## src/design/fbab_pkg.sv

```systemverilog
// fbab_pkg: shared constants, types and pixel helpers for the RGB565 pixel store.
// Used by every module of rgb565_framebuffer_alpha_blend_unit but the checker. No dependencies.
`timescale 1ns / 1ps
`default_nettype none

package fbab_pkg;

	localparam int DEF_WIDTH  = 320;
	localparam int DEF_HEIGHT = 320;

	localparam int COORD_W = 12;
	localparam int CH_W    = 8;
	localparam int PIX_W   = 16;
	localparam int PROD_W  = 16;
	localparam int LIN_W   = 22;

	localparam logic [1:0] OP_SET  = 2'd0;
	localparam logic [1:0] OP_GET  = 2'd1;
	localparam logic [1:0] OP_FILL = 2'd2;

	localparam logic [CH_W-1:0] ALPHA_MAX = 8'd255;

	typedef struct packed {
		logic [CH_W-1:0] b;
		logic [CH_W-1:0] g;
		logic [CH_W-1:0] r;
	} rgb_t;

	function automatic logic [PIX_W-1:0] pack565(input rgb_t c);
		pack565 = {c.r[7:3], c.g[7:2], c.b[7:3]};
	endfunction

	function automatic rgb_t expand565(input logic [PIX_W-1:0] w);
		rgb_t c;
		c.r = {w[15:11], 3'b000};
		c.g = {w[10:5], 2'b00};
		c.b = {w[4:0], 3'b000};
		expand565 = c;
	endfunction

	// exact x/255 for any x up to 65279, where the quotient fits 8 bits
	function automatic logic [CH_W-1:0] div255(input logic [PROD_W-1:0] x);
		logic [PROD_W:0] t;
		logic [PROD_W:0] s;
		t = {1'b0, x} + 17'd1;
		s = t + (t >> 8);
		div255 = s[15:8];
	endfunction

endpackage

`default_nettype wire

```

## src/design/fbab_blend.sv

```systemverilog
// fbab_blend: per-channel alpha blend of a source colour over a stored RGB565 word.
// Products are registered, then summed, divided by 255 and repacked. Depends on fbab_pkg.
`timescale 1ns / 1ps
`default_nettype none

module fbab_blend (
	input  wire logic                      clk,
	input  wire logic [fbab_pkg::CH_W-1:0] alpha,
	input  wire fbab_pkg::rgb_t            src,
	input  wire logic [fbab_pkg::PIX_W-1:0] dst,
	output logic      [fbab_pkg::PIX_W-1:0] result
);
	import fbab_pkg::*;

	rgb_t              dst_c;
	logic [CH_W-1:0]   inv_a;
	logic [PROD_W-1:0] ps_r_s1, ps_g_s1, ps_b_s1;
	logic [PROD_W-1:0] pd_r_s1, pd_g_s1, pd_b_s1;
	rgb_t              mix_c;

	assign dst_c = expand565(dst);
	assign inv_a = ALPHA_MAX - alpha;

	always_ff @(posedge clk) begin
		ps_r_s1 <= PROD_W'(alpha) * PROD_W'(src.r);
		ps_g_s1 <= PROD_W'(alpha) * PROD_W'(src.g);
		ps_b_s1 <= PROD_W'(alpha) * PROD_W'(src.b);
		pd_r_s1 <= PROD_W'(inv_a) * PROD_W'(dst_c.r);
		pd_g_s1 <= PROD_W'(inv_a) * PROD_W'(dst_c.g);
		pd_b_s1 <= PROD_W'(inv_a) * PROD_W'(dst_c.b);
	end

	// sums stay below 65026, so 16 bits hold them
	always_comb begin
		mix_c.r = div255(ps_r_s1 + pd_r_s1);
		mix_c.g = div255(ps_g_s1 + pd_g_s1);
		mix_c.b = div255(ps_b_s1 + pd_b_s1);
	end

	assign result = pack565(mix_c);

endmodule

`default_nettype wire

```

## config.mk

```make
export PLATFORM = sky130hd
export DESIGN_NAME = fbab_blend
export DESIGN_NICKNAME = d
export VERILOG_FILES = /design/src/design/fbab_pkg.sv /design/src/design/fbab_blend.sv
export SDC_FILE = /design/constraint.sdc
export NUM_CORES = 1
export LEC_CHECK = 0
export ABC_AREA = 0
export BUFFER_PORTS_ARGS = -buffer_cell sky130_fd_sc_hd__buf_2
export CORE_MARGIN = 4
export CORE_UTILIZATION = 50
export CTS_CLUSTER_DIAMETER = 80
export DETAILED_ROUTE_END_ITERATION = 6
export GPL_ROUTABILITY_DRIVEN = 0
export PLACE_DENSITY_LB_ADDON = 0.12
export SYNTH_ARGS = -nofsm -noshare
export SYNTH_HDL_FRONTEND = slang
export SYNTH_SLANG_ARGS = --single-unit
```

## constraint.sdc

```tcl
create_clock -name clk -period 13.8 [get_ports clk]
set_clock_uncertainty 0.05 [all_clocks]
set_input_delay 3.45 -clock clk [delete_from_list [all_inputs] [get_ports clk]]
set_output_delay 3.45 -clock clk [all_outputs]
set_load 0.005 [all_outputs]
```

# Word-level counts from Yosys, hierarchy flattened
# Cells that the tools add are included.
[totals] register_bits=88 inputBits=49 word_cells=22
[op_classes] n_addsub=10 multipliers=6
[op_table] operator="16-bit by 1-bit adder with 17-bit output, second input constant" n=3
[op_table] operator="16-bit adder" n=3
[op_table] operator="16-bit by 9-bit adder with 16-bit output" n=3
[op_table] operator="8-bit by 8-bit multiplier with 16-bit output" n=3
[op_table] operator="8-bit by 5-bit multiplier with 13-bit output" n=2
[op_table] operator="8-bit by 6-bit multiplier with 14-bit output" n=1
[op_table] operator="8-bit subtractor, first input constant" n=1

# Depth between registers and ports, before layout
[depth] word_depth=3 depth_mapped=21

# Worst setup path before layout
# No wires, ideal clock.
[synth_path] path_kind="input port to flip-flop" startpoint="input port alpha[1] (netlist name)" endpoint="register ps_b_s1[14]" arrival_ns=7.521 setup_slack_ns=6.111 stages=17 path_buffers=1 cell_sequence="clkbuf_1 > nand2_1 > fa_1 > fa_1 > inv_1 > fa_1 > inv_1 > fa_1 > inv_1 > ha_1 > a21oi_1 > o21ai_0 > a21oi_1 > o21ai_0 > or4_1 > o311a_1 > xor2_1"
[synth_via] elab_chain_len=1
[synth_lines] element="start, declared" line_no="fbab_blend.sv:8" text="input wire logic [fbab_pkg::CH_W-1:0] alpha,"
[synth_lines] element="8-bit by 8-bit multiplier with 16-bit output" line_no="fbab_blend.sv:27" text="ps_b_s1 <= PROD_W'(alpha) * PROD_W'(src.b);"
[synth_lines] element="end signal, assigned" line_no="fbab_blend.sv:27"
[synth_lines] element="end, declared" line_no="fbab_blend.sv:17" text="logic [PROD_W-1:0] ps_r_s1, ps_g_s1, ps_b_s1;"
# Every way passes these cells.

# Final worst setup path
[layout_path] startpoint="register ps_g_s1[2]" endpoint="output port result[7] (netlist name)"
[layout_via] elab_chain_len=3
[layout_lines] element="start, declared" line_no="fbab_blend.sv:17"
[layout_lines] element="start signal, assigned" line_no="fbab_blend.sv:26" text="ps_g_s1 <= PROD_W'(alpha) * PROD_W'(src.g);"
[layout_lines] element="16-bit adder" line_no="fbab_blend.sv:36" text="mix_c.g = div255(ps_g_s1 + pd_g_s1);"
[layout_lines] element="16-bit by 1-bit adder with 17-bit output" line_no="fbab_pkg.sv:45" text="t = {1'b0, x} + 17'd1;"
[layout_lines] element="16-bit by 9-bit adder with 16-bit output" line_no="fbab_pkg.sv:46" text="s = t + (t >> 8);"
[layout_lines] element="end, declared" line_no="fbab_blend.sv:11" text="output logic [fbab_pkg::PIX_W-1:0] result"
# Every way passes these cells.

==> out/qor.yml <==
final_layout:
  seq_area_um2: 1760
  finalNetCount: 2260
  fillers: 2887
  stdcell_count: 2198
  multi_input_area_um2: 12500
  final_area_um2: 16400
  drive_above_1_share: 0.0631
  antennaDiodeCount: 0
  syn_to_final_growth_pct: 6.47
place:
  dp.cells: 2182
  place_area_um2: 16100
  hpwl_um: 25600
  place_ws_ns: 5.44
  portBuffers: 64
worst_setup_path:
  crit_top_cell: "a21o_1"
  slowest_delay_ns: 0.43
  startpoint: "ps_g_s1[2]"
  path_depth: 19
  path_delay_family: "compound AO/OA/AOI/OAI gates"
  slowest_stage: "fa_1"
  required_ns: 10.30
  path_cells: "ha_1 -> fa_1 -> a21o_1 -> a311oi_1 -> o21ai_0 -> a21o_1 -> a21oi_1 -> xnor2_1 -> inv_1 -> nor4_1 -> xnor2_1 -> ha_1 -> a21o_1 -> a21o_1 -> a221o_1 -> o32ai_2 -> nor2_1 -> xor2_1 -> buf_2"
  critPathLaunchType: "flip-flop"
  crit_end: "result[7]"
  worstSetupPathType: "flip-flop to output pin"
  cp.arrival_ns: 5.05
  crit_path_max_fanout: 6
  endpoint_kind: "output pin"
  critical_path_buf_inv_count: 2
logic_synthesis:
  ys_ff_latch: 88
  ys_top_cells_by_area: "fa_1, ha_1, dfxtp_1"
  ys.flop_type: "dfxtp_1"
  synthesis.nets: 2218
  ys_seq_area_frac: 0.114
  ys_top_cells_by_count: "inv_1, ha_1, fa_1"
  synth_largest_area_cell: "fa_1"
  syn_area_per_cell_um2: 8.74
  synth-edff-count: 0
  yosysUniqueCellTypes: 79
  synth_area_um2: 15400
  ys_warn_count: 0
  synthCells: 1761
  synth_top_area_frac: 0.224
  synth.most_common_cell: "inv_1"
  ys_async_sr_fraction: 0
cts:
  cts.sink_count: 88
  postCtsHoldBufs: 0
  clockRootBuffer: "clkbuf_16"
  cts_resized: 0
  cts_max_level: 3
  clk_pin_slew_worst_paths_ns: 0.07
  tritoncts: "done"
  postCtsSetupRepairBufs: 0
  numCtsBuffers: 9
  cts.path.max_buffers: 2
die:
  ios: 65
  die_area_um2: 33700
  core_area_um2: 30000
  die_w_um: 183
  die_h_um: 183
  initial_utilization: 0.512
  row_count: 63
route:
  vias: 11473
  dr.pass1.iters: 5
  ant_nets: 0
  wl_per_cell_um: 14.3
  wl_um: 31500
  avgViaCountPerCell: 5.22
  route.detailed.drc: 0
  drtIter0Drc: 469
pwr:
  vdd_drop_max_v: 0.000246
  netSwitchingFraction: 0.507
  internal-power_mw: 1.88
  cellPowerDensity_nw_per_um2: 233
  p_sw_mw: 1.94
  p_clk_frac: 0.066
  p_leak_nw: 8.14
  seqPwrFrac: 0.110
  combPwrFrac: 0.824
grt:
  grt_overflow_total: 0
  antenna_found_initial: 3
  grt_usage: 0.198
  grt_pass1_wl_um: 55600
  grt_pass1_vias: 11851
  grt_start_max_net_pins: 41
sta:
  relSlewSlack: 0.414
  fmax_mhz: 117
  worstMarginPinSlew_ns: 0.880
  setup_tns_ns: 0
  slew_viol_final: 0
  finalHoldViolCount: 0
  rsz0062_at_grt: "false"
  period_minus_slack_ns: 8.55
  setup_ws_ns: 5.25
  finalSetupViolCount: 0
  fin_crit_sh: 0.619
worst_hold_path:
  hold_class: "input pin to flip-flop"
run_status:
  status: "complete, no violations"
run:
  drv_cap: 0
[cell families (layout without fill, tap and decap cells)]
| group | after synthesis | after routing | synth area share |
|---|---|---|---|
| AND/OR/NAND/NOR | 571 | 571 | 0.201 |
| adder cells (fa/ha/maj) | 408 | 408 | 0.416 |
| buffers and inverters | 306 | 353 | 0.0747 |
| AO/OA/AOI/OAI | 242 | 242 | 0.108 |
| XOR/XNOR | 146 | 146 | 0.0863 |
| flip-flops | 88 | 88 | 0.114 |
[metrics by stage]
stage	total power, mW	hold WS (ns)	util
6_report	3.82	3.38	0.546
5_1_grt	4.32	3.37	0.546
4_1_cts	3.87	3.36	0.546
3_5_place_dp	3.58	3.74	0.535
3_3_place_gp	3.54	3.75	0.535
2_1_floorplan	2.90	3.53	-
[worst min-delay path by stage]
stage	slack [ns]	cells after the start	startpoint	end
2_1_floorplan	3.53	1	src[16]	ps_b_s1[0]
3_3_place_gp	3.75	2	src[0]	ps_r_s1[0]
3_5_place_dp	3.74	2	src[0]	ps_r_s1[0]
4_1_cts	3.36	2	src[0]	ps_r_s1[0]
5_1_grt	3.37	2	src[0]	ps_r_s1[0]
6_report	3.38	2	src[16]	ps_b_s1[0]
[placed cells by master (no fill, tap or decap), types with 4 or more instances in the layout]
cell type  count
nand3_1       19
nand2b_1      85
dfxtp_1       88
nand4_1       12
nor2b_1       74
a21boi_0       8
o21ai_0       44
clkbuf_16      9
o21bai_1      13
a21o_1        25
o21a_1        12
or4_1          4
nand2_1      137
nor4_1        10
a21oi_1       58
fa_1         172
xnor2_1       99
and2_1       102
nor3_1        27
xor2_1        42
a31oi_1       10
nor2_1        65
ha_1         236
o211a_1        4
and3_1         4
or2_2          8
buf_2         64
o211ai_1       7
a211oi_1      10
inv_1        271
o21ai_1        4
[routing by layer]
layer	up-vias	track usage	routed length [um]
met4	6	0.0495	605
met2	137	0.337	14800
met5	-	0	40
li1	5807	-	-
met1	5483	0.266	15000
met3	40	0.0293	1010
[flip-flops by register name (all words and copies together), names as in the netlist]
name,cells
pd_b_s1,13
pd_g_s1,14
pd_r_s1,13
ps_b_s1,16
ps_g_s1,16
ps_r_s1,16
[power groups by stage]
stage / combinational, mW / sequential (mW) / clock (mW)
finish: 3.15 / 0.419 / 0.254
global route: 3.61 / 0.430 / 0.276
CTS: 3.18 / 0.423 / 0.262
detailed placement: 3.16 / 0.427 / 0
global placement: 3.11 / 0.426 / 0
floorplan: 2.50 / 0.398 / 0
[layout make-up]
type                       count  area share
sequential                    88       0.108
clock inverter                 6     0.00405
tap                          390      0.0298
timing repair buffer          66      0.0205
inverter                     271      0.0621
clock buffer                  10      0.0146
multi-input combinational   1367       0.762
Power figures use the tool's default switching activity.
